`config.mk`:
```
export PLATFORM = sky130hd
export DESIGN_NAME = reentrant_lock_fifo_waiters
export DESIGN_NICKNAME = d
export VERILOG_FILES = /design/src/design/rlfw_pkg.sv /design/src/design/rlfw_queue.sv /design/src/design/rlfw_lock.sv /design/src/design/reentrant_lock_fifo_waiters.sv
export VERILOG_INCLUDE_DIRS = /design/src /design/src/design
export SDC_FILE = /design/constraint.sdc
export NUM_CORES = 1
export LEC_CHECK = 0
export BUFFER_PORTS_ARGS = -buffer_cell sky130_fd_sc_hd__buf_2
export CORE_ASPECT_RATIO = 0.9
export CORE_MARGIN = 2
export CORE_UTILIZATION = 50
export CTS_CLUSTER_DIAMETER = 30
export CTS_CLUSTER_SIZE = 8
export DETAILED_ROUTE_END_ITERATION = 6
export GPL_TIMING_DRIVEN = 0
export PLACE_DENSITY = 0.67
export RECOVER_POWER = 100
export SYNTH_ARGS = -nofsm -noshare
export SYNTH_HDL_FRONTEND = slang
export SYNTH_SLANG_ARGS = --single-unit
```
`constraint.sdc`:
```
create_clock -name clk -period 9.2 [get_ports clk]
set_input_delay 1.38 -clock clk [delete_from_list [all_inputs] [get_ports clk]]
set_output_delay 1.38 -clock clk [all_outputs]
set_load 0.02 [all_outputs]
```
`src/design/reentrant_lock_fifo_waiters_defines.svh`:
```
// Assertion macros for the reentrant lock with a first-in first-out wait queue.
// Included by the RTL files that carry concurrent checks; no other dependencies.
`ifndef REENTRANT_LOCK_FIFO_WAITERS_DEFINES_SVH
`define REENTRANT_LOCK_FIFO_WAITERS_DEFINES_SVH

`ifndef NO_ASSERTIONS

// Property that must hold at every clock edge outside reset.
`define RLFW_ASSERT(lbl, clk, rstn, prop) \
    lbl: assert property (@(posedge clk) disable iff (!rstn) (prop)) \
        else $error("%m: check failed");

// Same-cycle implication outside reset.
`define RLFW_ASSERT_IMPL(lbl, clk, rstn, ante, cons) \
    lbl: assert property (@(posedge clk) disable iff (!rstn) (ante) |-> (cons)) \
        else $error("%m: implication failed");

// Next-cycle implication outside reset.
`define RLFW_ASSERT_NEXT(lbl, clk, rstn, ante, cons) \
    lbl: assert property (@(posedge clk) disable iff (!rstn) (ante) |=> (cons)) \
        else $error("%m: next-cycle implication failed");

`else

`define RLFW_ASSERT(lbl, clk, rstn, prop)
`define RLFW_ASSERT_IMPL(lbl, clk, rstn, ante, cons)
`define RLFW_ASSERT_NEXT(lbl, clk, rstn, ante, cons)

`endif

`endif

```
`src/design/rlfw_pkg.sv`:
```
// Shared types and constants for the reentrant lock with a FIFO wait queue.
// Used by rlfw_queue, rlfw_lock and the top level; depends on nothing else.
`default_nettype none

package rlfw_pkg;

    localparam int TID_W    = 4;
    localparam int STATUS_W = 4;
    localparam int DEPTH_W  = 8;

    // Request codes carried on req_type.
    localparam logic REQ_ACQUIRE = 1'b0;
    localparam logic REQ_RELEASE = 1'b1;

    // Result status codes.
    typedef enum logic [STATUS_W-1:0] {
        ST_GRANTED    = 4'd0,
        ST_REENTERED  = 4'd1,
        ST_QUEUED     = 4'd2,
        ST_NEST_DEC   = 4'd3,
        ST_FREED      = 4'd4,
        ST_HANDOFF    = 4'd5,
        ST_NOT_HOLDER = 4'd6,
        ST_QUEUE_FULL = 4'd7,
        ST_BUSY_ERR   = 4'd8
    } status_t;

    // Commands from the lock logic to the wait queue.
    typedef struct packed {
        logic             push;
        logic             pop;
        logic [TID_W-1:0] push_tid;
    } q_cmd_t;

    // Status of the wait queue seen by the lock logic.
    typedef struct packed {
        logic             empty;
        logic             full;
        logic [TID_W-1:0] head_tid;
    } q_stat_t;

    // One result item.
    typedef struct packed {
        status_t            status;
        logic               woken_valid;
        logic [TID_W-1:0]   woken_thread;
        logic [DEPTH_W-1:0] nest_depth;
    } res_t;

endpackage

`default_nettype wire

```
`src/design/rlfw_queue.sv`:
```
// Wait queue: a synchronous memory of thread ids with head, tail and fill count.
// Depends on rlfw_pkg and the assertion macros header.
`default_nettype none
`include "reentrant_lock_fifo_waiters_defines.svh"

module rlfw_queue
    import rlfw_pkg::*;
#(
    parameter int QUEUE_DEPTH = 16
)
(
    input  wire logic clk,
    input  wire logic rst_n,
    input  wire q_cmd_t  cmd,
    output q_stat_t      stat
);

    localparam int PTR_W = (QUEUE_DEPTH > 1) ? $clog2(QUEUE_DEPTH) : 1;
    localparam int CNT_W = $clog2(QUEUE_DEPTH + 1);
    localparam logic [PTR_W-1:0] LAST_SLOT = PTR_W'(QUEUE_DEPTH - 1);
    localparam logic [CNT_W-1:0] FULL_CNT  = CNT_W'(QUEUE_DEPTH);

    logic [TID_W-1:0] mem [QUEUE_DEPTH];

    logic [PTR_W-1:0] head_reg, head_next;
    logic [PTR_W-1:0] tail_reg, tail_next;
    logic [CNT_W-1:0] fill_reg, fill_next;
    logic [TID_W-1:0] rd_data_reg;
    logic             fwd_reg;
    logic [TID_W-1:0] fwd_data_reg;
    logic             fwd_hit;

    // Pointer and fill count updates; push and pop never come together.
    always_comb
    begin
        head_next = head_reg;
        tail_next = tail_reg;
        fill_next = fill_reg;
        if (cmd.push)
        begin
            tail_next = (tail_reg == LAST_SLOT) ? '0 : tail_reg + 1'b1;
            fill_next = fill_reg + 1'b1;
        end
        if (cmd.pop)
        begin
            head_next = (head_reg == LAST_SLOT) ? '0 : head_reg + 1'b1;
            fill_next = fill_reg - 1'b1;
        end
    end

    always_ff @(posedge clk or negedge rst_n)
    begin
        if (!rst_n)
        begin
            head_reg <= '0;
            tail_reg <= '0;
            fill_reg <= '0;
            fwd_reg  <= 1'b0;
        end
        else
        begin
            head_reg <= head_next;
            tail_reg <= tail_next;
            fill_reg <= fill_next;
            fwd_reg  <= fwd_hit;
        end
    end

    // A push into the slot that becomes the head must bypass the memory read.
    assign fwd_hit = cmd.push && (tail_reg == head_next);

    // Memory write port at the tail.
    always_ff @(posedge clk)
    begin
        if (cmd.push)
        begin
            mem[tail_reg] <= cmd.push_tid;
        end
    end

    // Memory read port prefetches the next head entry every cycle.
    always_ff @(posedge clk)
    begin
        rd_data_reg  <= mem[head_next];
        fwd_data_reg <= cmd.push_tid;
    end

    // Status towards the lock logic.
    assign stat.empty    = (fill_reg == '0);
    assign stat.full     = (fill_reg == FULL_CNT);
    assign stat.head_tid = fwd_reg ? fwd_data_reg : rd_data_reg;

    `RLFW_ASSERT(a_fill_bound, clk, rst_n, fill_reg <= FULL_CNT)
    `RLFW_ASSERT_IMPL(a_no_push_full, clk, rst_n, cmd.push, fill_reg != FULL_CNT)
    `RLFW_ASSERT_IMPL(a_no_pop_empty, clk, rst_n, cmd.pop, fill_reg != '0)
    `RLFW_ASSERT(a_no_push_pop, clk, rst_n, !(cmd.push && cmd.pop))

endmodule

`default_nettype wire

```
`src/design/rlfw_lock.sv`:
```
// Lock holder state, nesting count and waiting mask, with the request decision.
// Depends on rlfw_pkg and the assertion macros header; drives rlfw_queue.
`default_nettype none
`include "reentrant_lock_fifo_waiters_defines.svh"

module rlfw_lock
    import rlfw_pkg::*;
#(
    parameter int NUM_THREADS = 16,
    parameter int MAX_NEST    = 255
)
(
    input  wire logic             clk,
    input  wire logic             rst_n,
    input  wire logic             fire,
    input  wire logic             req_type,
    input  wire logic [TID_W-1:0] thread_id,
    input  wire q_stat_t          q_stat,
    output q_cmd_t                q_cmd,
    output res_t                  res
);

    localparam int ID_SPACE = 2 ** TID_W;
    localparam int MASK_N   = (NUM_THREADS < ID_SPACE) ? NUM_THREADS : ID_SPACE;
    localparam int MIDX_W   = (MASK_N > 1) ? $clog2(MASK_N) : 1;
    localparam int NEST_W   = $clog2(MAX_NEST + 1);
    localparam logic [NEST_W-1:0] NEST_MAX = NEST_W'(MAX_NEST);
    localparam logic [NEST_W-1:0] NEST_ONE = NEST_W'(1);
    localparam bit ALL_IDS = (NUM_THREADS >= ID_SPACE);

    logic              held_reg,  held_next;
    logic [TID_W-1:0]  owner_reg, owner_next;
    logic [NEST_W-1:0] nest_reg,  nest_next;
    logic [MASK_N-1:0] mask_reg,  mask_next;

    logic              tid_ok;
    logic [MIDX_W-1:0] tid_idx;
    logic [MIDX_W-1:0] head_idx;
    status_t           status;
    logic [NEST_W-1:0] depth_now;

    assign tid_ok   = ALL_IDS || (32'(thread_id) < 32'(NUM_THREADS));
    assign tid_idx  = thread_id[MIDX_W-1:0];
    assign head_idx = q_stat.head_tid[MIDX_W-1:0];

    // Request decision and next state of the lock.
    always_comb
    begin
        held_next    = held_reg;
        owner_next   = owner_reg;
        nest_next    = nest_reg;
        mask_next    = mask_reg;
        q_cmd.push   = 1'b0;
        q_cmd.pop    = 1'b0;
        q_cmd.push_tid = thread_id;
        status       = ST_NOT_HOLDER;
        if (!tid_ok)
        begin
            status = ST_NOT_HOLDER;
        end
        else if (req_type == REQ_ACQUIRE)
        begin
            if (!held_reg)
            begin
                status     = ST_GRANTED;
                held_next  = 1'b1;
                owner_next = thread_id;
                nest_next  = NEST_ONE;
            end
            else if (owner_reg == thread_id)
            begin
                if (nest_reg >= NEST_MAX)
                begin
                    status = ST_BUSY_ERR;
                end
                else
                begin
                    status    = ST_REENTERED;
                    nest_next = nest_reg + 1'b1;
                end
            end
            else if (mask_reg[tid_idx])
            begin
                status = ST_BUSY_ERR;
            end
            else if (q_stat.full)
            begin
                status = ST_QUEUE_FULL;
            end
            else
            begin
                status             = ST_QUEUED;
                q_cmd.push         = fire;
                mask_next[tid_idx] = 1'b1;
            end
        end
        else
        begin
            if (!held_reg || (owner_reg != thread_id))
            begin
                status = ST_NOT_HOLDER;
            end
            else if (nest_reg > NEST_ONE)
            begin
                status    = ST_NEST_DEC;
                nest_next = nest_reg - 1'b1;
            end
            else if (!q_stat.empty)
            begin
                status              = ST_HANDOFF;
                q_cmd.pop           = fire;
                owner_next          = q_stat.head_tid;
                nest_next           = NEST_ONE;
                mask_next[head_idx] = 1'b0;
            end
            else
            begin
                status     = ST_FREED;
                held_next  = 1'b0;
                owner_next = '0;
                nest_next  = '0;
            end
        end
    end

    always_ff @(posedge clk or negedge rst_n)
    begin
        if (!rst_n)
        begin
            held_reg  <= 1'b0;
            owner_reg <= '0;
            nest_reg  <= '0;
            mask_reg  <= '0;
        end
        else if (fire)
        begin
            held_reg  <= held_next;
            owner_reg <= owner_next;
            nest_reg  <= nest_next;
            mask_reg  <= mask_next;
        end
    end

    // Result fields; the depth is the count after the request, zero when free.
    assign depth_now        = held_next ? nest_next : '0;
    assign res.status       = status;
    assign res.woken_valid  = (status == ST_HANDOFF);
    assign res.woken_thread = (status == ST_HANDOFF) ? q_stat.head_tid : '0;

    generate
        if (NEST_W >= DEPTH_W)
        begin : g_depth_cut
            assign res.nest_depth = depth_now[DEPTH_W-1:0];
        end
        else
        begin : g_depth_ext
            assign res.nest_depth = {{(DEPTH_W - NEST_W){1'b0}}, depth_now};
        end
    endgenerate

    `RLFW_ASSERT_IMPL(a_held_nest, clk, rst_n, held_reg, nest_reg != '0)
    `RLFW_ASSERT_IMPL(a_free_clean, clk, rst_n, !held_reg, nest_reg == '0 && owner_reg == '0)
    `RLFW_ASSERT_IMPL(a_free_no_waiters, clk, rst_n, !held_reg, mask_reg == '0)
    `RLFW_ASSERT_IMPL(a_mask_queue, clk, rst_n, q_stat.empty, mask_reg == '0)

endmodule

`default_nettype wire

```
`src/design/reentrant_lock_fifo_waiters.sv`:
```
// Top level of the reentrant lock with a FIFO wait queue: handshakes and result register.
// Depends on rlfw_pkg, rlfw_lock and rlfw_queue.
//
//   Channel  Handshake              Payload
//   -------  ---------------------  ----------------------------------------------
//   in       in_valid / in_stall    req_type, thread_id
//   out      out_valid / out_stall  status, woken_valid, woken_thread, nest_depth
//
// The lock state updates in place and the queue memory always holds its head
// entry prefetched in a read register, so one request is taken per cycle while
// in_stall is low, and its result appears in the output register the cycle
// after the transfer. Reset clears the lock and queue pointers at once, with no
// clearing pass. in_stall rises only while a result is held and out_stall is
// high.
`default_nettype none

module reentrant_lock_fifo_waiters
    import rlfw_pkg::*;
#(
    parameter int NUM_THREADS = 16,
    parameter int QUEUE_DEPTH = 16,
    parameter int MAX_NEST    = 255
)
(
    input  wire logic               clk,
    input  wire logic               rst_n,
    input  wire logic               in_valid,
    output logic                    in_stall,
    input  wire logic               req_type,
    input  wire logic [TID_W-1:0]   thread_id,
    output logic                    out_valid,
    input  wire logic               out_stall,
    output logic [STATUS_W-1:0]     status,
    output logic                    woken_valid,
    output logic [TID_W-1:0]        woken_thread,
    output logic [DEPTH_W-1:0]      nest_depth
);

    logic    fire;
    logic    out_valid_reg, out_valid_next;
    res_t    res;
    res_t    res_reg;
    q_cmd_t  q_cmd;
    q_stat_t q_stat;

    // Input transfer is blocked only while a result waits on a stalled output.
    assign in_stall = out_valid_reg && out_stall;
    assign fire     = in_valid && !in_stall;

    rlfw_lock #(
        .NUM_THREADS (NUM_THREADS),
        .MAX_NEST    (MAX_NEST)
    ) u_lock (
        .clk       (clk),
        .rst_n     (rst_n),
        .fire      (fire),
        .req_type  (req_type),
        .thread_id (thread_id),
        .q_stat    (q_stat),
        .q_cmd     (q_cmd),
        .res       (res)
    );

    rlfw_queue #(
        .QUEUE_DEPTH (QUEUE_DEPTH)
    ) u_queue (
        .clk   (clk),
        .rst_n (rst_n),
        .cmd   (q_cmd),
        .stat  (q_stat)
    );

    // Output valid: set by an input transfer, cleared once the result is taken.
    always_comb
    begin
        out_valid_next = out_valid_reg;
        if (fire)
        begin
            out_valid_next = 1'b1;
        end
        else if (!out_stall)
        begin
            out_valid_next = 1'b0;
        end
    end

    always_ff @(posedge clk or negedge rst_n)
    begin
        if (!rst_n)
        begin
            out_valid_reg <= 1'b0;
        end
        else
        begin
            out_valid_reg <= out_valid_next;
        end
    end

    // Result payload register.
    always_ff @(posedge clk)
    begin
        if (fire)
        begin
            res_reg <= res;
        end
    end

    assign out_valid    = out_valid_reg;
    assign status       = res_reg.status;
    assign woken_valid  = res_reg.woken_valid;
    assign woken_thread = res_reg.woken_thread;
    assign nest_depth   = res_reg.nest_depth;

endmodule

`default_nettype wire
```
---- Word-level counts from Yosys, hierarchy flattened ----
Memory sizes are Yosys's and may differ from the RTL's. A register that Yosys moved wholly into a read port is not among the register bits.
Index checks and enable logic that the tools add are counted.
operators by class
  $add $sub $neg .......................... 6
  $lt $le $gt $ge ......................... 6
  eq/ne operators ......................... 15
  mux-type cells .......................... 58
  bitwise logic cells ..................... 3
  reductions and logical operators ........ 13
operators by type and width
  cell                   count
  $mux W16               8
  $mux W4                16
  $mux W8                6
  $mux W1                22
  $and A16 B16 Y16       1
  $not A16 Y16           1
  $or A16 B16 Y16        1
  $ne A2 B2 Y1 const B   7
  $lt A4 B5 Y1 const B   2
  $mux W5                2
  $add A4 B1 Y4 const B  2
  $add A8 B1 Y8 const B  1
  $demux W1 S4           2
  $eq A4 B4 Y1           2
  $eq A4 B4 Y1 const B   2
  $ge A4 B1 Y1 const B   2
  $ge A8 B8 Y1 const B   1
  $gt A8 B1 Y1 const B   1
  $reduce_and A8 Y1      1
  $sub A8 B1 Y8 const B  1
  $add A5 B1 Y5 const B  1
  $eq A5 B5 Y1 const B   1
  $logic_and A1 B1 Y1    5
  $logic_not A5 Y1       1
  10 further kinds       12
storage, ports and cells
  register bits after elaboration ......... 65
  RAM bits ................................ 64
  output and inout bits ................... 19
  logic and storage cells ................. 116
  memories kept ........................... 1
memory list
  memory       depth  bits a word  read ports  clocked after memory_dff  write ports  RTL line          text
  u_queue.mem  16     4            1           1                         1            rlfw_queue.sv:23  logic [TID_W-1:0] mem [QUEUE_DEPTH];

---- Longest topological paths before layout ----
Gate-level depths: netlist of run 1.
  depth in word-level cells ............... 11
  gate-level depth with buffers ........... 12
  gate-level depth less buffers ........... 12

---- Modules after synthesis ----
Synthesis of run 1 repeated with hierarchy kept, for this count alone.
unflattened totals
  cell total of the unflattened synthesis .. 631
  area, all modules ....................... 7135.6 um2
by module, submodules not included
  module                       instances  cells each  area an instance (um2)  sequential area each (um2)
  rlfw_queue                   1          319         4106.4                  2432.3
  rlfw_lock                    1          291         2468.6                  725.7
  reentrant_lock_fifo_waiters  1          21          560.5                   535.5

---- Worst setup path after synthesis of run 1 ----
No wires, ideal clock.
  path kind ............................... in2reg
  from .................................... in thread_id[0]
  to ...................................... mem u_queue.mem[3][0], enable pin
  setup time .............................. 0.377 ns
  data arrival time ....................... 3.665 ns
  required time ........................... 8.823 ns
  setup slack ............................. 5.159 ns
  cell stages on the path ................. 7
  path buffers ............................ 2
  cell sequence ........................... buf_2 mux4_2 mux4_2 nor2_2 o2111ai_2 clkbuf_1 nor4_1
on the way
  word-level cells in the longest chain between the ends .. 8
ends and longest elaborated chain
  item                               RTL line                           text
  start: declaration                 reentrant_lock_fifo_waiters.sv:30  input wire logic [TID_W-1:0] thread_id,
  $bmux W1 S4                        rlfw_lock.sv:82                    else if (mask_reg[tid_idx])
  $mux W1 (implied by the code)      rlfw_lock.sv:82
  $mux W1                            rlfw_lock.sv:82
  $mux W1 (*)                        rlfw_lock.sv:70                    else if (owner_reg == thread_id)
  $mux W1 (*)                        rlfw_lock.sv:63                    if (!held_reg)
  $mux W1 (*)                        rlfw_lock.sv:61                    else if (req_type == REQ_ACQUIRE)
  $mux W1 (*)                        rlfw_queue.sv:75                   if (cmd.push)
  $mux W1 (implied by the code) (*)  rlfw_queue.sv:77                   mem[tail_reg] <= cmd.push_tid;
  end: declaration                   rlfw_queue.sv:23
Mark *: on every way between the ends. The rest lies on a longest branch, timed or not. The select of a mux whose other input is x is not followed.

---- Worst setup path in the final report of run 1 ----
  from .................................... in thread_id[0]
  to ...................................... reg u_queue.rd_data_reg[1], read port of u_queue.mem
on the way
  word-level cells in the longest chain between the ends .. 5
ends and longest elaborated chain
  item                RTL line          text
  $ne A4 B4 Y1        rlfw_lock.sv:99   if (!held_reg || (owner_reg != thread_id))
  $logic_or A1 B1 Y1  rlfw_lock.sv:99
  $mux W1             rlfw_lock.sv:99
  $mux W1             rlfw_lock.sv:61
  $mux W4             rlfw_queue.sv:44  if (cmd.pop)
  end: declaration    rlfw_queue.sv:28  logic [TID_W-1:0] rd_data_reg;
Every way passes these cells.
A chain may end at the register's enable or synchronous reset.

==> reports/qor.yml, run 1 <==
pwr:
  internal-power_uw: 1270
  combinationalPowerShare_pct: 23.9
  clkPwrFrac_pct: 35.0
  p_total_uw: 1870
  seqPwrFrac_pct: 41.1
  leakagePower_uw: 0.00277
  switchingPower_uw: 599
  cellPowerDensity_nw_per_um2: 253
  peakVddDrop_mv: 0.159
  sw_frac_of_total_pct: 32.1
timing:
  period_needed_ns: 5.69
  max_freq_mhz: 176
  setup_viol: 0
  totalNegativeSetupSlack_ns: 0
  period_share_pct: 61.8
  skew_ns: 0.0157
  finalHoldViolCount: 0
  worst_pin_slew_ns: 2.43
  whs_ns: 0.530
  rsz0062_at_grt: "no"
  slew_violations: 45
  slew-limit-headroom_pct: -62.2
placement:
  place.gp.congestion: 0.919
  dp_hpwl_um: 10400
  port_buffers: 27
run_status:
  violations: "capacitance limit, slew limit"
  status: "finished with violations"
critical_path:
  cp.arrival_ns: 5.94
  r2r-end: "u_queue.rd_data_reg[1]"
  path_common_cell: "clkbuf_1"
  required_ns: 9.46
  cp_slowest_cell: "mux2i_1"
  rr_worst_depth: 11
  path_class: "primary input to register"
  regToRegSetupSlack_ns: 4.52
  critical_path.max_stage_delay_ns: 0.93
  critPathCaptureType: "register"
  timing.rr.start: "out_valid"
  worstSetupEndpoint: "u_queue.rd_data_reg[1]"
  start_kind: "primary input"
  crit_fanout: 18
  startpoint: "thread_id[0]"
  crit_chain: "clkbuf_1, clkbuf_1, xnor2_1, nand4_1, or3_1, clkinvlp_2, mux2i_1, buf_6, a211o_1, a21oi_1, a2111oi_0"
cts:
  clk_pin_slew_ns: 0.06
  post_cts.repair.setup_buffers: 0
  cts-root-buf: "clkbuf_16"
  cts_tree: "yes"
  cts_inserted_buffers: 17
  cts_sinks: 133
  clkLatencyLatePin_ns: 0.43
  clk_path_buf_depth: 2
  cts-htree-levels: 4
  cts_hold_buffers: 0
  cts_resized: 0
yosys:
  async_reset_ff_share_pct: 33.1
  synth-compound-area-share_pct: 16.4
  synth_adder_area_share_pct: 2.41
  seq_area_frac_synth_pct: 56.4
  yosys.area_share.simple_pct: 13.7
  synth_seq_cells: 133
  synth_fp_nets: 596
  netlist_area_um2: 6540
  synth_xor_area_share_pct: 2.41
  yosysWarningCount: 0
  synth_top_family_by_area: "compound AO/OA/AOI/OAI gates"
  syn-instance-count: 575
  synth_flop_cell: "edfxtp_1"
  syn_area_per_cell_um2: 11.4
  yosys.cell_types.count: 70
  synth_edf_count: 81
  synth_mux_area_share_pct: 4.34
layout:
  fin_util_pct: 57.8
  area_growth_pct: 12.6
  drive_gt1_share_pct: 11.0
  antenna_cells: 0
  largest_reg_flops: 64
  nets: 642
floorplan:
  die_y_um: 113
  die_area_um2: 14000
  die_w_um: 125
  num_rows: 39
  start_util_pct: 51.4
  core_um2: 12700
  io_pins: 28
routing:
  num_vias: 4792
  drtPass1Iterations: 5
  ant_nets: 0
  drt_wl_total_um: 15200
  drt_iter0_drc: 377
  viasPerCell: 6.01
  wl_per_cell_um: 19.0
  drc: 0
run:
  cap_violations: 2
worst_hold_path:
  min_path_type: "register to register"
grt:
  antenna_found_initial: 0
  grt_usage_pct: 23.0
  first_global_vias: 4710
  grt_max_degree: 45
  grt_pass1_wl_um: 24900
  grt-ovfl-total: 0
placed cells by master, fill, tap and decap left out, types with 6 or more instances in the layout:
cell type   n
o31ai_1     7
a211o_1     7
nor2_1     40
clkbuf_16  18
dfxtp_1     8
edfxtp_1   81
and3_1     23
a31oi_1     7
inv_1      28
nand3_1    13
o211ai_1   13
nor3_1     11
xnor2_1    14
mux2i_1     8
mux2_2      6
a21oi_1    57
nand2_1    41
o21ai_0    33
and2_0     13
clkbuf_1   48
dfrtp_1    44
ha_1       11
kinds of logic (layout without fill, tap and decap cells):
family	Yosys count	in the layout
AO/OA/AOI/OAI	161	161
XOR/XNOR	18	18
buffers and inverters	60	119
flip-flops	133	133
adder cells (fa/ha/maj)	12	12
multiplexers	20	20
AND/OR/NAND/NOR	171	171
worst max-delay path, delay by kind of cell:
family / cells / cell delay, ns
AND/OR/NAND/NOR: 2 / 0.94
buffers and inverters: 4 / 1.67
AO/OA/AOI/OAI: 3 / 0.79
XOR/XNOR: 1 / 0.21
multiplexers: 1 / 0.93
Yosys cell counts (7+ instances only):
cell type	instances	area, µm²
o21ai_0	33	165
and2_1	14	87.6
nand2_1	41	154
o31ai_1	7	52.6
nand3_1	13	65.1
xnor2_1	14	123
and3_1	23	144
a211o_1	7	61.3
o211ai_1	13	97.6
dfxtp_1	8	160
nor3_1	11	55.1
inv_1	28	105
mux2i_1	7	70.1
a21oi_1	57	285
a31oi_1	7	43.8
ha_1	11	138
edfxtp_1	81	2430
clkbuf_1	19	71.3
nor2_1	38	143
dfrtp_1	44	1100
worst min-delay path by stage:
stage / endpoint / start / depth (start not counted) / slack (ns)
detailed placement: u_lock.mask_reg[2] / u_lock.mask_reg[2] / 2 / 0.52
finish: u_lock.mask_reg[10] / u_lock.mask_reg[10] / 2 / 0.53
global route: u_lock.owner_reg[0] / u_lock.owner_reg[0] / 1 / 0.56
CTS: u_lock.mask_reg[8] / u_lock.mask_reg[8] / 2 / 0.53
global placement: u_lock.mask_reg[8] / u_lock.mask_reg[8] / 2 / 0.50
floorplan: u_lock.mask_reg[10] / u_lock.mask_reg[10] / 2 / 0.49
final cells by class:
type	count	area (µm²)
multi-input cells	382	2520
plain buffers	29	145
well taps	164	205
clock inverters	13	121
repair buffers	27	104
inverters	31	125
flip-flops and latches	133	3690
clock buffers	19	454
fillers	1036	5370
power by group through the flow:
stage / combinational, µW / clock [µW] / sequential (µW)
after global routing: 498 / 687 / 777
after CTS: 458 / 660 / 766
after detailed placement: 454 / 0 / 776
after floorplan: 332 / 0 / 772
final: 447 / 653 / 767
after global placement: 443 / 0 / 772
metal layers:
layer	wire length (µm)	share of wire [%]	vias to the layer above	GRT usage (%)
met5	0	0	-	0
met3	1080	7.1	42	6.39
met2	6770	45	188	33.5
met1	7000	46	2325	33.2
li1	-	-	2237	-
met4	326	2.1	0	8.24
per-stage QoR:
stage	instances	area, µm²	setup WS, ns
floorplan	575	6540	5.16
finish	798	7370	3.51
global route	798	7370	3.10
CTS	798	7460	4.34
global placement	766	6880	3.90
detailed placement	766	6880	3.89
No activity file was read; power rests on OpenSTA's default activity.
==> run 2, diff against run 1 <==
==> constraint.sdc (replaced) <==
create_clock -name clk -period 5.85 [get_ports clk]
set_input_delay 0.8775 -clock clk [delete_from_list [all_inputs] [get_ports clk]]
set_output_delay 0.8775 -clock clk [all_outputs]
set_load 0.02 [all_outputs]
==> run 2 against run 1 <==
  * Highest routed layer unchanged
  * Utilization is 0.088 points higher
  * The flow still finishes with violations (capacitance limit, slew limit)
  * Critical endpoint unchanged
  * Global-route usage stayed put
  * Count of clock-buffer cells in the layout is the same
  * Largest power group unchanged
==> reports/qor.yml, run 2 (synthesized netlist as in run 1, its figures left out) <==
routing:
  drt_iter0_drc: 387
  drtPass1Iterations: 5
  viasPerCell: 5.96
  drt_wl_total_um: 15200
  ant_nets: 0
  drc: 0
  num_vias: 4757
  wl_per_cell_um: 19.0
critical_path:
  required_ns: 6.11
  crit_fanout: 18
  critPathCaptureType: "register"
  cp.arrival_ns: 5.27
  start_kind: "primary input"
  path_class: "primary input to register"
pwr:
  cellPowerDensity_nw_per_um2: 398
  internal-power_uw: 1990
  sw_frac_of_total_pct: 32.1
  peakVddDrop_mv: 0.251
  seqPwrFrac_pct: 41.1
  switchingPower_uw: 944
  combinationalPowerShare_pct: 24.0
  clkPwrFrac_pct: 34.9
  leakagePower_uw: 0.00278
  p_total_uw: 2940
floorplan:
  num_rows: 39
  die_area_um2: 14000
  io_pins: 28
  core_um2: 12700
  start_util_pct: 51.4
  die_w_um: 125
  die_y_um: 113
timing:
  rsz0062_at_grt: "no"
  finalHoldViolCount: 0
  whs_ns: 0.531
  skew_ns: 0.0121
  period_share_pct: 85.6
  slew-limit-headroom_pct: -62.6
  slew_violations: 45
  setup_viol: 0
  totalNegativeSetupSlack_ns: 0
  period_needed_ns: 5.01
  max_freq_mhz: 200
  worst_pin_slew_ns: 2.44
layout:
  antenna_cells: 0
  area_growth_pct: 12.8
  fillers: 1031
  largest_reg_flops: 64
  regArea_um2: 3690
  drive_gt1_share_pct: 11.4
  final_common_cell: "edfxtp_1"
  nets: 642
  final_cell_mix: "edfxtp_1, a21oi_1, clkbuf_1"
  multi_input_area_um2: 2520
run:
  cap_violations: 1
cts:
  cts_resized: 0
  cts_sinks: 133
  clk_path_buf_depth: 2
  clkLatencyLatePin_ns: 0.43
  cts-root-buf: "clkbuf_16"
  cts_tree: "yes"
  cts_inserted_buffers: 17
  clk_pin_slew_ns: 0.06
  cts_hold_buffers: 0
  cts-htree-levels: 4
  post_cts.repair.setup_buffers: 0
placement:
  place.gp.congestion: 0.919
  port_buffers: 27
  dp_hpwl_um: 10400
grt:
  first_global_vias: 4710
  antenna_found_initial: 0
  grt_usage_pct: 23.0
  grt_pass1_wl_um: 24900
  grt_max_degree: 45
  grt-ovfl-total: 0
run_status:
  status: "finished with violations"
  violations: "capacitance limit, slew limit"
worst_hold_path:
  min_path_type: "register to register"
## run 2: cell count changes in the layout (fill, tap and decap cells not counted), sizes merged
| cell | previous run | this run |
|---|---|---|
| buf | 9 | 10 |
| clkbuf | 66 | 65 |
| clkinvlp | 3 | 2 |
| inv | 34 | 35 |
## run 2: layout make-up
| cell class | instances | area share, % |
|---|---|---|
| repair buffers | 27 | 1.41 |
| flip-flops and latches | 133 | 50.1 |
| well taps | 164 | 2.78 |
| inverters | 31 | 1.75 |
| clock buffers | 19 | 6.16 |
| multi-input cells | 382 | 34.2 |
| clock inverters | 13 | 1.64 |
| plain buffers | 29 | 1.98 |
## run 2: critical path: stages
cell,delay (ns)
clkbuf_1,0.69
clkbuf_1,0.45
xnor2_1,0.19
nand4_1,0.37
or3_1,0.61
inv_6,0.13
mux2i_1,0.90
buf_6,0.25
a211o_1,0.10
a21oi_1,0.06
a2111oi_0,0.61
## run 2: path summary, 6_finish.rpt
kind                                     start                     end  slack [ns]  depth (start not counted)
setup / recovery                  thread_id[3]  u_queue.rd_data_reg[1]        0.84                         11
hold / removal             u_lock.mask_reg[10]     u_lock.mask_reg[10]        0.53                          2
setup reg to reg                     out_valid  u_queue.rd_data_reg[1]        1.26                         11
hold reg to reg            u_lock.mask_reg[10]     u_lock.mask_reg[10]        0.53                          2
max in group asynchronous                rst_n     u_queue.head_reg[3]        3.26                          1
min in group asynchronous                rst_n      u_lock.nest_reg[6]        1.19                          1
## run 2: stage by stage
stage	util, %	cells	instance area, µm²	worst slack [ns]
global placement	54.1	766	6880	1.06
CTS	58.6	798	7460	1.49
floorplan	-	575	6540	2.31
detailed placement	54.1	766	6880	1.04
global route	57.9	798	7380	0.607
finish	57.9	798	7380	0.840
## run 2: per-layer routing
layer	GRT usage, %	routed length [µm]
met1	33.2	6940
met2	33.5	6820
met3	6.39	1130
met4	8.24	289
met5	0	0
## run 2: power by group through the flow
stage	clock, µW	combinational [µW]	sequential, µW
2_1_floorplan	0	522	1210
3_3_place_gp	0	697	1210
3_5_place_dp	0	714	1220
4_1_cts	1040	720	1200
5_1_grt	1080	786	1220
6_report	1030	705	1210
